[src/rtl/core/hss_pkg.sv]
package hss_pkg;

  // Run modes
  typedef enum logic [1:0] {
    MODE_STOPPED    = 2'd0,
    MODE_FINITE     = 2'd1,
    MODE_CONTINUOUS = 2'd2
  } run_mode_t;

  // Request opcodes
  typedef enum logic [1:0] {
    OP_TICK = 2'd0,
    OP_MOVE = 2'd1,
    OP_RUN  = 2'd2,
    OP_STOP = 2'd3
  } opcode_t;

  // Register indexes on the configuration port
  localparam logic [1:0] REG_TARGET_INTERVAL = 2'd0;
  localparam logic [1:0] REG_START_INTERVAL  = 2'd1;
  localparam logic [1:0] REG_ACCEL_STEP      = 2'd2;

  // Reset values
  localparam logic [15:0] TARGET_INTERVAL_RST = 16'd2000;
  localparam logic [15:0] START_INTERVAL_RST  = 16'd2000;
  localparam logic [7:0]  ACCEL_STEP_RST      = 8'd2;
  localparam logic [15:0] INTERVAL_RST        = 16'd2000;

  // Phase advance per half-step
  localparam logic [2:0] PHASE_FWD = 3'd1;
  localparam logic [2:0] PHASE_BWD = 3'd7;

  // Half-step coil pattern, bit0 is IN1
  function automatic logic [3:0] coil_pattern(input logic [2:0] phase);
    logic [3:0] pat;
    case (phase)
      3'd0:    pat = 4'h1;
      3'd1:    pat = 4'h3;
      3'd2:    pat = 4'h2;
      3'd3:    pat = 4'h6;
      3'd4:    pat = 4'h4;
      3'd5:    pat = 4'hC;
      3'd6:    pat = 4'h8;
      3'd7:    pat = 4'h9;
      default: pat = 4'h0;
    endcase
    return pat;
  endfunction

endpackage

[src/rtl/core/half_step_stepper_sequencer.sv]
// Channel   | Handshake                    | Payload
// ----------+------------------------------+------------------------------------
// request   | req_valid / req_stall        | opcode, dir_forward, step_count,
//           |                              | now_us
// result    | res_valid / res_stall        | coils, done_res, busy_res
// config    | APB psel/penable/pwrite      | paddr, pwdata, prdata, pready
//
// One request per cycle while req_stall is low; its result is registered and appears in the cycle after acceptance.
// The whole step decision is one pass of compare/subtract logic between the
// request edge and the state and result registers.
// A result is taken in the same cycle a new request may enter; req_stall is
// raised only while a result waits and res_stall is high.
// Reset (rst, synchronous) stops the motor, releases the coils and restores
// the register defaults.
module half_step_stepper_sequencer #(
  parameter int TIME_WIDTH = 32
) (
  input  logic        clk,
  input  logic        rst,
  // request channel
  input  logic        req_valid,
  output logic        req_stall,
  input  logic [1:0]  opcode,
  input  logic        dir_forward,
  input  logic [31:0] step_count,
  input  logic [31:0] now_us,
  // result channel
  output logic        res_valid,
  input  logic        res_stall,
  output logic [3:0]  coils,
  output logic        done_res,
  output logic        busy_res,
  // configuration port
  input  logic        psel,
  input  logic        penable,
  input  logic        pwrite,
  input  logic [3:0]  paddr,
  input  logic [31:0] pwdata,
  output logic [31:0] prdata,
  output logic        pready
);

  // Configuration registers
  logic [15:0] target_interval;
  logic [15:0] start_interval;
  logic [7:0]  accel_step;

  // Motion state
  hss_pkg::run_mode_t    mode, mode_next;
  logic [2:0]            phase, phase_next;
  logic                  going_forward, going_forward_next;
  logic [31:0]           steps_left, steps_left_next;
  logic [TIME_WIDTH-1:0] last_step_time, last_step_time_next;
  logic [15:0]           cur_interval, cur_interval_next;
  logic [3:0]            coil_latch, coil_latch_next;
  logic                  done, done_next;

  logic                  accept;
  logic                  cfg_write;
  logic [63:0]           now_ext;
  logic [TIME_WIDTH-1:0] now_t;
  logic [TIME_WIDTH-1:0] elapsed;
  logic                  step_due;
  logic [15:0]           start_iv;
  logic [15:0]           iv_diff;
  logic [15:0]           iv_cut;
  logic [2:0]            phase_step;

  assign accept    = req_valid && !req_stall;
  assign req_stall = res_valid && res_stall;
  assign pready    = 1'b1;
  assign cfg_write = psel && penable && pwrite && pready;

  // Timestamp at the working width
  assign now_ext = {32'd0, now_us};
  assign now_t   = now_ext[TIME_WIDTH-1:0];
  assign elapsed = now_t - last_step_time;

  assign step_due = (mode != hss_pkg::MODE_STOPPED) &&
                    (elapsed >= TIME_WIDTH'(cur_interval));

  assign start_iv   = (target_interval < start_interval) ? start_interval : target_interval;
  assign iv_diff    = cur_interval - target_interval;
  assign iv_cut     = (iv_diff < {8'd0, accel_step}) ? iv_diff : {8'd0, accel_step};
  assign phase_step = going_forward ? hss_pkg::PHASE_FWD : hss_pkg::PHASE_BWD;

  // Work out the next motion state for one request
  always_comb begin
    mode_next           = mode;
    phase_next          = phase;
    going_forward_next  = going_forward;
    steps_left_next     = steps_left;
    last_step_time_next = last_step_time;
    cur_interval_next   = cur_interval;
    coil_latch_next     = coil_latch;
    done_next           = 1'b0;
    case (hss_pkg::opcode_t'(opcode))
      hss_pkg::OP_TICK: begin
        if (step_due) begin
          if (mode == hss_pkg::MODE_FINITE && steps_left == 32'd0) begin
            // release after the final hold interval
            mode_next       = hss_pkg::MODE_STOPPED;
            steps_left_next = 32'd0;
            coil_latch_next = 4'h0;
            done_next       = 1'b1;
          end else begin
            last_step_time_next = now_t;
            phase_next          = phase + phase_step;
            coil_latch_next     = hss_pkg::coil_pattern(phase + phase_step);
            if (mode == hss_pkg::MODE_FINITE) begin
              steps_left_next = steps_left - 32'd1;
            end
            if (cur_interval > target_interval) begin
              cur_interval_next = cur_interval - iv_cut;
            end
          end
        end
      end
      hss_pkg::OP_MOVE: begin
        if (step_count == 32'd0) begin
          mode_next       = hss_pkg::MODE_STOPPED;
          steps_left_next = 32'd0;
          coil_latch_next = 4'h0;
        end else begin
          steps_left_next     = step_count;
          going_forward_next  = dir_forward;
          mode_next           = hss_pkg::MODE_FINITE;
          cur_interval_next   = start_iv;
          last_step_time_next = now_t;
        end
      end
      hss_pkg::OP_RUN: begin
        steps_left_next     = 32'd0;
        going_forward_next  = dir_forward;
        mode_next           = hss_pkg::MODE_CONTINUOUS;
        cur_interval_next   = start_iv;
        last_step_time_next = now_t;
      end
      default: begin
        mode_next       = hss_pkg::MODE_STOPPED;
        steps_left_next = 32'd0;
        coil_latch_next = 4'h0;
      end
    endcase
  end

  // Hold state and the result register
  always_ff @(posedge clk) begin
    if (rst) begin
      mode           <= hss_pkg::MODE_STOPPED;
      phase          <= 3'd0;
      going_forward  <= 1'b1;
      steps_left     <= 32'd0;
      last_step_time <= '0;
      cur_interval   <= hss_pkg::INTERVAL_RST;
      coil_latch     <= 4'h0;
      done           <= 1'b0;
      res_valid      <= 1'b0;
    end else begin
      if (accept) begin
        mode           <= mode_next;
        phase          <= phase_next;
        going_forward  <= going_forward_next;
        steps_left     <= steps_left_next;
        last_step_time <= last_step_time_next;
        cur_interval   <= cur_interval_next;
        coil_latch     <= coil_latch_next;
        done           <= done_next;
        res_valid      <= 1'b1;
      end else if (!res_stall) begin
        // drop the result once taken
        res_valid <= 1'b0;
      end
    end
  end

  assign coils    = coil_latch;
  assign done_res = done;
  assign busy_res = (mode != hss_pkg::MODE_STOPPED);

  // Configuration writes
  always_ff @(posedge clk) begin
    if (rst) begin
      target_interval <= hss_pkg::TARGET_INTERVAL_RST;
      start_interval  <= hss_pkg::START_INTERVAL_RST;
      accel_step      <= hss_pkg::ACCEL_STEP_RST;
    end else if (cfg_write) begin
      case (paddr[3:2])
        hss_pkg::REG_TARGET_INTERVAL: target_interval <= pwdata[15:0];
        hss_pkg::REG_START_INTERVAL:  start_interval  <= pwdata[15:0];
        hss_pkg::REG_ACCEL_STEP:      accel_step      <= pwdata[7:0];
        default: ;
      endcase
    end
  end

  // Configuration reads
  always_comb begin
    case (paddr[3:2])
      hss_pkg::REG_TARGET_INTERVAL: prdata = {16'd0, target_interval};
      hss_pkg::REG_START_INTERVAL:  prdata = {16'd0, start_interval};
      hss_pkg::REG_ACCEL_STEP:      prdata = {24'd0, accel_step};
      default:                      prdata = 32'd0;
    endcase
  end

endmodule

[config.mk]
export PLATFORM = sky130hd
export DESIGN_NAME = half_step_stepper_sequencer
export DESIGN_NICKNAME = d
export VERILOG_FILES = /design/src/rtl/core/hss_pkg.sv /design/src/rtl/core/half_step_stepper_sequencer.sv
export SDC_FILE = /design/constraint.sdc
export NUM_CORES = 1
export LEC_CHECK = 0
export CAP_MARGIN = 20
export CORE_ASPECT_RATIO = 0.6
export CORE_MARGIN = 4
export CORE_UTILIZATION = 45
export DETAILED_ROUTE_END_ITERATION = 6
export DONT_BUFFER_PORTS = 1
export GPL_ROUTABILITY_DRIVEN = 0
export HOLD_SLACK_MARGIN = 0.03
export PLACE_DENSITY = 0.57
export SETUP_SLACK_MARGIN = 0.3
export SLEW_MARGIN = 25
export SYNTH_ARGS = -nofsm -noshare
export SYNTH_HDL_FRONTEND = slang
export SYNTH_SLANG_ARGS = --single-unit
[constraint.sdc]
create_clock -name clk -period 10.3 [get_ports clk]
set_input_delay 0.515 -clock clk [delete_from_list [all_inputs] [get_ports clk]]
set_output_delay 0.515 -clock clk [all_outputs]
set_load 0.05 [all_outputs]
; ---- After elaboration in Yosys (flattened, before gate mapping)
; Memories as Yosys holds them, arrays and structs flattened.
; Cells that the tools add are included.
[totals]
word_cells = 94
input_bits = 110
mem_bits_ro = 32
output_inout_bits = 41
mem_count = 1
reg_bits = 132
[op_classes]
eq_ne = 13
addsub = 5
muxes = 33
n_reduce_logical = 24
n_bitwise = 2
order_cmp = 4
[memory_table]
columns = memory, depth, width, rd, rd_clocked_by_memory_dff, write_ports, line
row1 = (no name shown), 8, 4, 1, 0, 0, hss_pkg.sv:36  ; case (phase)
[op_table]
columns = operator, count
row1 = 2-to-1 mux 32 bit, 7
row2 = 2-to-1 mux 16 bit, 6
row3 = one-hot mux 16 bit (3 select lines), 2
row4 = one-hot mux 32 bit (3 select lines), 1
row5 = zero test 32 bit, 2
row6 = one-hot mux 32 bit (2 select lines), 1
row7 = >= comparator 32 x 16 -> 1 bit, 1
row8 = subtractor 16 bit, 2
row9 = subtractor 32 x 1 -> 32 bit (second input constant), 1
row10 = subtractor 32 bit, 1
row11 = > comparator 16 bit, 1
row12 = less-than comparator 16 bit, 1
row13 = less-than comparator 16 x 8 -> 1 bit, 1
row14 = 2-to-1 mux 4 bit, 3
row15 = inequality test 2 bit (second input constant), 6
row16 = one-hot mux 4 bit (3 select lines), 1
row17 = AND reduction 3 bit, 3
row18 = AND reduction 4 bit, 2
row19 = 2-to-1 mux 1 bit, 7
row20 = equality test 2 x 1 -> 1 bit (second input constant), 3
row21 = logical AND 1 bit, 6
row22 = one-hot mux 2 bit (3 select lines), 1
row23 = AND reduction 2 bit, 3
row24 = AND reduction 6 bit, 1
row25 = 13 further kinds, 18

; ---- Longest topological paths before layout
; Gate-level depths: netlist (run 1).
[logic_depth]
depth_word = 8
mapped_depth = 31
depth_no_buf = 31

; ---- Worst setup path after synthesis (run 1)
; OpenSTA, ideal clock, no wires.
[synth_path]
path_type = register -> register
startpoint = register target_interval[1]
endpoint = register cur_interval[14]
setup_ns = 0.128
slack_ns = 4.226
required_time_ns = 10.172
path_buffers = 0
period_less_slack_ns = 6.074
stages_incl_launch_ff = 31
t_arrival_ns = 5.946
path_cell_list = dfxtp_1 inv_1 ha_1 a21o_1 a21o_1 a21o_1 a31o_2 a21oi_1 xnor2_1 ha_1 a21oi_1 o221ai_1 a2111oi_0 o21ai_0 a211oi_1 o2111ai_1 mux2i_1 ha_1 inv_1 fa_1 a21o_1 a21oi_1 o21ai_0 a21oi_1 o21ai_0 a31o_2 a21o_1 a21oi_1 xnor2_1 o2111ai_1 o31ai_1
[synth_via]
elab_chain_len = 8
word_cells_on_any_way = 14
cone_classes = add/sub: 2 / order compare: 3 / eq/ne: 1 / mux: 7 / reduce/logical: 1
[synth_lines]
columns = item, line
row1 = "start, declared", half_step_stepper_sequencer.sv:44  ; logic [15:0] target_interval;
row2 = "start signal, assigned", half_step_stepper_sequencer.sv:184  ; target_interval <= hss_pkg::TARGET_INTERVAL_RST;
row3 = "start signal, assigned", half_step_stepper_sequencer.sv:189  ; hss_pkg::REG_TARGET_INTERVAL: target_interval <= pwdata[15:0];
row4 = subtractor 16 bit, half_step_stepper_sequencer.sv:83  ; assign iv_diff = cur_interval - target_interval;
row5 = less-than comparator 16 x 8 -> 1 bit, half_step_stepper_sequencer.sv:84  ; assign iv_cut = (iv_diff < {8'd0, accel_step}) ? iv_diff : {8'd0, accel_step};
row6 = 2-to-1 mux 16 bit, half_step_stepper_sequencer.sv:84
row7 = subtractor 16 bit, half_step_stepper_sequencer.sv:114  ; cur_interval_next = cur_interval - iv_cut;
row8 = 2-to-1 mux 16 bit, half_step_stepper_sequencer.sv:113  ; if (cur_interval > target_interval) begin
row9 = 2-to-1 mux 16 bit, half_step_stepper_sequencer.sv:100  ; if (mode == hss_pkg::MODE_FINITE && steps_left == 32'd0) begin
row10 = 2-to-1 mux 16 bit, half_step_stepper_sequencer.sv:99  ; if (step_due) begin
row11 = one-hot mux 16 bit (3 select lines), half_step_stepper_sequencer.sv:97  ; case (hss_pkg::opcode_t'(opcode))
row12 = "end signal, assigned", half_step_stepper_sequencer.sv:155  ; cur_interval <= hss_pkg::INTERVAL_RST;
row13 = "end signal, assigned", half_step_stepper_sequencer.sv:166  ; cur_interval <= cur_interval_next;
row14 = "end, declared", half_step_stepper_sequencer.sv:54  ; logic [15:0] cur_interval, cur_interval_next;
; Several ways; a longest one is shown, not always the timed one. The select of a mux whose other input is x is not followed.
; A chain may end at the register's enable or synchronous reset.

; ---- Worst setup path in the final report (run 1)
; Same ends and word-level chain as after synthesis.

==> metrics.md, run 1 <==
| Metric | Value |
|---|---|
| Total GRT Usage | `0.226` |
| Sequential group share of total power | `0.322` |
| # setup viols final | `0` |
| Global route overflow | `0` |
| Final min period | `6.89 ns` |
| Via count | `10100` |
| CTS Buf Count | `17` |
| Worst vdd ir | `0.000119 V` |
| Placed Cells | `1719` |
| Clock skew | `0.00903 ns` |
| Cts hold-fix bufs | `0` |
| Setup TNS | `0 ns` |
| Largest family of logic cells by synthesized area | `compound AO/OA/AOI/OAI gates` |
| P_sw | `0.617 mW` |
| Die Ht | `130 um` |
| Final worst setup slack | `3.41 ns` |
| Count of cell types in the netlist | `84` |
| Max incr delay on CP | `0.39 ns` |
| Clock Path Buffers | `2` |
| Remaining antenna violation count | `0` |
| Avg Cell Area, Syn | `7.75 sq um` |
| Layout Utilization | `0.490` |
| CP Launch Type | `register` |
| Core footprint | `24300 sq um` |
| Post-Synth Adder-Cell Area | `0.130` |
| Row cnt | `44` |
| DRT iter0 DRCs | `872` |
| Worst Path Max Fanout | `8` |
| Xor and xnor area share after synthesis | `0.0415` |
| Sequential fraction of the synthesis area | `0.236` |
| Logic pwr share | `0.322` |
| PD cells | `146 nW/um^2` |
| Syn-to-layout area delta | `6.54%` |
| Switch share | `0.355` |
| Internal power | `1.12 mW` |
| Hold Slack | `0.136 ns` |
| Post-Synth Simple-Gate Area | `0.200` |
| Final net count | `1640` |
| Port-buffer cells | `0` |
| Die area | `27500 sq um` |
| FFs w/ async S/R, synth | `0` |
| WL per Instance | `17.7 um` |
| Initial Util | `0.460` |
| H-tree levels | `4` |
| Total wire length | `30.9 mm` |
| Clock power share | `0.356` |
| CP endpoint kind | `register` |
| Post-CTS sizing | `0` |
| CP Data Required Time | `10.63 ns` |
| RSZ-0062 raised after global routing | `no` |
| Antenna diode count | `0` |
| Pre-CTS setup slack | `3.54 ns` |
| Relative slew slack | `0.259` |
| P_leak | `4.95 nW` |
| Final Hold Fails | `0` |
| First-pass DRT Iterations | `5` |
| CTS root buf | `clkbuf_16` |
| Pin count of the biggest net entering global routing | `111` |
| Vias in the first global route | `9360` |
| Worst Path Buf+Inv | `3` |
| Synth warn | `0` |
| Post-synthesis compound-gate area fraction | `0.239` |
| Slew Limit Fails | `0` |
| # DRC | `0` |
| # fillers | `2458` |
| I/O Pins | `151` |
| Crit path max-delay family | `compound AO/OA/AOI/OAI gates` |
| First-pass GRT wire length | `50.5 mm` |
| Fmax | `145 MHz` |
| Post-CTS setup buffers | `0` |
| Max cap viols | `0` |
| Die W | `212 um` |
| Post-synth EDFFs | `0` |
| Crit Path Category | `register to register` |
| Post-Layout Cell Count | `1750` |
| Clock latency on the worst-skew pair | `0.45 ns` |
| Clk sinks | `132` |
| Detail Placement HPWL | `23.5 mm` |
| Yosys reg bits | `132` |
| Worst path slowest cell | `fa_1` |
| Status | `finished, final reports clean` |
| Netlist Area Pre-Place | `11200 sq um` |
| Most frequent cells in the layout | `nor2_1, nand2_1, dfxtp_1` |
| Commonest non-fill, non-tap cell in the layout | `nor2_1` |
| Via density | `5.76` |
| Slew of the pin with the lowest slew margin | `1.10 ns` |
| CTS clock-pin slew for the worst setup and hold paths | `0.06 ns` |
| Synth Flop Type | `dfxtp_1` |
| Hold/Removal Path Class | `input pin to register` |
| Mux share of post-synthesis cell area | `0.0726` |
| Final period util | `0.669` |
| CTS tree | `done` |
| Cells after Synth | `1443` |
| Layout cell share with drive strength beyond 1 | `0.0630` |
| Initial antenna violation count | `0` |
| Worst EP arrival | `7.21 ns` |
## registers in the layout, indices dropped and copies added (netlist names)
name             cells
steps_left          32
coils                4
target_interval     16
cur_interval        16
going_forward        1
phase                3
res_valid            1
mode                 2
start_interval      16
last_step_time      32
accel_step           8
done_res             1
## layer usage
metal | track usage | up-vias | part of all wire
li1 | - | 5085 | -
met2 | 0.305 | 223 | 0.38
met3 | 0.0596 | 23 | 0.062
met5 | 0 | - | 0
met4 | 0.0462 | 0 | 0.0088
met1 | 0.356 | 4742 | 0.54
## cell usage after synthesis (26+ instances only)
master | number | area [sq um]
nor2_1 | 155 | 582
nand2_1 | 153 | 574
dfxtp_1 | 132 | 2640
a21oi_1 | 114 | 571
inv_1 | 114 | 428
ha_1 | 110 | 1380
mux2i_1 | 80 | 801
o21ai_0 | 68 | 340
clkbuf_1 | 42 | 158
nor3_1 | 35 | 175
o211ai_1 | 35 | 263
xnor2_1 | 29 | 254
nor4_1 | 26 | 163
## power groups by stage
stage / combinational (mW) / sequential [mW] / clock, mW
floorplan: 0.460 / 0.565 / 0
global placement: 0.544 / 0.571 / 0
detailed placement: 0.551 / 0.571 / 0
CTS: 0.555 / 0.560 / 0.634
global route: 0.631 / 0.564 / 0.663
finish: 0.560 / 0.560 / 0.619
## cells by family after synthesis
family,count (synthesis)
and+or+nand+nor,474
other,2
xor gates and xnor gates,53
DFF,132
muxes,81
AOI/OAI and AO/OA,391
adders and majority gates,114
buffers and inverters,196
## cell type report
type | count | area (sq um) | share of cell area
Clock inverter | 11 | 128 | 0.0107
Multi-Input combinational cell | 1139 | 7770 | 0.652
Clock buffer | 20 | 457 | 0.0383
Sequential cell | 132 | 2640 | 0.222
Tap cell | 322 | 403 | 0.0338
Inverter | 114 | 428 | 0.0359
Timing Repair Buffer | 12 | 90.1 | 0.00756
## path summary, 6_finish.rpt
path / slack (ns) / endpoint / start / depth (start not counted)
min: 0.14 / coils[2]$_SDFFE_PP0P_ / rst / 1
max reg2reg: 3.41 / cur_interval[14]$_SDFFE_PP0P_ / target_interval[1]$_SDFFE_PP0P_ / 31
min reg2reg: 0.48 / start_interval[13]$_SDFFE_PP0P_ / start_interval[13]$_SDFFE_PP0P_ / 2
max: 3.41 / cur_interval[14]$_SDFFE_PP0P_ / target_interval[1]$_SDFFE_PP0P_ / 31
## through the flow
| stage | power [mW] | cell area [sq um] |
|---|---|---|
| 2_1_floorplan | 1.03 | 11300 |
| 3_3_place_gp | 1.12 | 11300 |
| 3_5_place_dp | 1.12 | 11300 |
| 4_1_cts | 1.75 | 11900 |
| 5_1_grt | 1.86 | 11900 |
| 6_report | 1.74 | 11900 |
(Power assumes the default switching activity.)
==> run 2, diff against run 1 <==
Settings changed: PLACE_DENSITY 0.57 to 0.59.
Clock period 10.3 ns to 5.7 ns, I/O delays scaled along.
==> metrics.md, run 2 (same netlist as run 1, synthesis figures left out) <==
| Metric | Value |
|---|---|
| Status | `finished with violations` |
| Failing checks | `hold timing, setup timing` |
| Slew Limit Fails | `0 (unchanged)` |
| Clk sinks | `132 (unchanged)` |
| Final net count | `1761 (+7.4%)` |
| Post-Layout Cell Count | `1869 (+6.8%)` |
| First-pass DRT Iterations | `7 (+2)` |
| Placed cell areas | `11700 sq um (+3.4%)` |
| Die W | `212 um (unchanged)` |
| Max incr delay on CP | `0.39 ns (about the same)` |
| Hold/Removal Path Class | `input pin to register` |
| Crit Path Category | `register to register` |
| Hold Slack | `-0.0814 ns (-0.218 ns)` |
| Pre-CTS setup slack | `-0.466 ns (-4.00 ns)` |
| Clock skew | `0.0120 ns (+0.00294 ns)` |
| Antenna diode count | `0 (unchanged)` |
| CTS Buf Count | `17 (unchanged)` |
| CP endpoint kind | `register` |
| Worst path slowest cell | `fa_2` |
| I/O Pins | `151 (unchanged)` |
| Final min period | `5.77 ns (-1.12 ns)` |
| Die area | `27500 sq um (unchanged)` |
| Pin count of the biggest net entering global routing | `111 (unchanged)` |
| Cts hold-fix bufs | `38 (+38)` |
| Worst vdd ir | `0.000169 V (+42%)` |
| Placed Cells | `1760 (+2.4%)` |
| Most frequent cells in the layout | `nand2_1, nor2_1, dfxtp_1` |
| Total GRT Usage | `0.236 (+0.00972)` |
| CTS clock-pin slew for the worst setup and hold paths | `0.06 ns (about the same)` |
| Row cnt | `44 (unchanged)` |
| FF-to-FF path depth | `30 (-3.2%)` |
| Final period util | `1.01 (+0.343)` |
| Global route overflow | `0 (unchanged)` |
| WL per Instance | `17.8 um (+0.64%)` |
| Vias in the first global route | `9805 (+4.8%)` |
| Crit-path most repeated cell | `a21o_1` |
| Final Hold Fails | `64 (+64)` |
| Cell area after layout | `13200 sq um (+11%)` |
| H-tree levels | `4 (unchanged)` |
| Setup TNS | `-0.0882 ns (-0.0882 ns)` |
| Worst EP arrival | `6.10 ns (-1.11 ns)` |
| RSZ-0062 raised after global routing | `yes` |
| Max cap viols | `0 (unchanged)` |
| Detail Placement HPWL | `24.5 mm (+4.3%)` |
| Total power | `3.28 mW (+89%)` |
| CP Launch Type | `register` |
| Layout cell share with drive strength beyond 1 | `0.140 (+0.0772)` |
| Relative slew slack | `0.297 (+0.0377)` |
| Clock latency on the worst-skew pair | `0.45 ns (about the same)` |
| # DRC | `0 (unchanged)` |
| CTS root buf | `clkbuf_16` |
| Fmax | `173 MHz (+19%)` |
| P_leak | `5.61 nW (+13%)` |
| Total wire length | `33.2 mm (+7.5%)` |
| Worst Path Max Fanout | `4 (-4)` |
| Via density | `5.74 (-0.26%)` |
| Port-buffer cells | `0 (unchanged)` |
| Initial antenna violation count | `0 (unchanged)` |
| Via count | `10700 (+6.5%)` |
| Clock Path Buffers | `2 (unchanged)` |
| Hold depth | `1 (unchanged)` |
| Die Ht | `130 um (unchanged)` |
| CTS tree | `done` |
| Slew of the pin with the lowest slew margin | `1.05 ns (-0.0562 ns)` |
| Remaining antenna violation count | `0 (unchanged)` |
| DRT iter0 DRCs | `830 (-4.8%)` |
| Syn-to-layout area delta | `18.1%` |
| Largest registers | `last_step_time: 32 flops, steps_left: 32 flops` |
| Final worst setup slack | `-0.0684 ns (-3.48 ns)` |
| Initial Util | `0.460 (unchanged)` |
| PD cells | `248 nW/um^2 (+70%)` |
| # fillers | `2334 (-5.0%)` |
| First-pass GRT wire length | `52.4 mm (+3.7%)` |
| # setup viols final | `2 (+2)` |
| CP Data Required Time | `6.03 ns (-4.60 ns)` |
| Core footprint | `24300 sq um (unchanged)` |
run 2: layout make-up:
class,instances,area (sq um),area share
clock buffer,19,443,0.0335
clock inverter,10,110,0.00833
inverter,114,428,0.0324
multi-input combinational,1139,8040,0.609
sequential,132,2650,0.201
tap,322,403,0.0305
timing repair buffer,133,1130,0.0857
run 2: worst paths after layout:
path | from | end | slack [ns]
setup / recovery | target_interval[1]$_SDFFE_PP0P_ | cur_interval[14]$_SDFFE_PP0P_ | -0.07
hold / removal | rst | steps_left[7]$_SDFFE_PP0P_ | -0.08
setup reg to reg | target_interval[1]$_SDFFE_PP0P_ | cur_interval[14]$_SDFFE_PP0P_ | -0.07
hold reg to reg | last_step_time[10]$_SDFFE_PP0P_ | last_step_time[10]$_SDFFE_PP0P_ | 0.49
run 2: power breakdown:
group / internal, mW / switching, mW / total (mW)
clock: 0.644 / 0.446 / 1.09
sequential: 0.968 / 0.0432 / 1.01
combinational: 0.490 / 0.690 / 1.18
run 2: per-stage QoR:
step	utilization	hold WS (ns)
final	0.543	-0.0814
after global routing	0.543	-0.109
after CTS	0.535	-0.117
after detailed placement	0.481	0.362
after global placement	0.481	0.360
after floorplan	-	0.409
run 2: metal layers:
| metal | global-route usage | up-vias | wire [um] |
|---|---|---|---|
| li1 | - | 5323 | - |
| met1 | 0.364 | 5075 | 17000 |
| met2 | 0.339 | 302 | 13600 |
| met3 | 0.0432 | 30 | 2270 |
| met4 | 0.0534 | 0 | 344 |
| met5 | 0 | - | 0 |
run 2: repair_timing:
item	4_1_cts	5_1_grt
hold endpoints to repair	110	66
cloned	0	0
setup endpoints to repair	10	59
setup buffers	35	6
pin swaps	22	18
gates resized for setup	32	23
run 2: worst max-delay path, delay by kind of cell, from the launching register on:
| family | cells | cell delay, ns |
|---|---|---|
| AOI/OAI and AO/OA | 21 | 3.69 |
| xor gates and xnor gates | 2 | 0.16 |
| adders and majority gates | 4 | 1.14 |
| buffers and inverters | 2 | 0.09 |
| DFF | 1 | 0.34 |
| muxes | 1 | 0.23 |
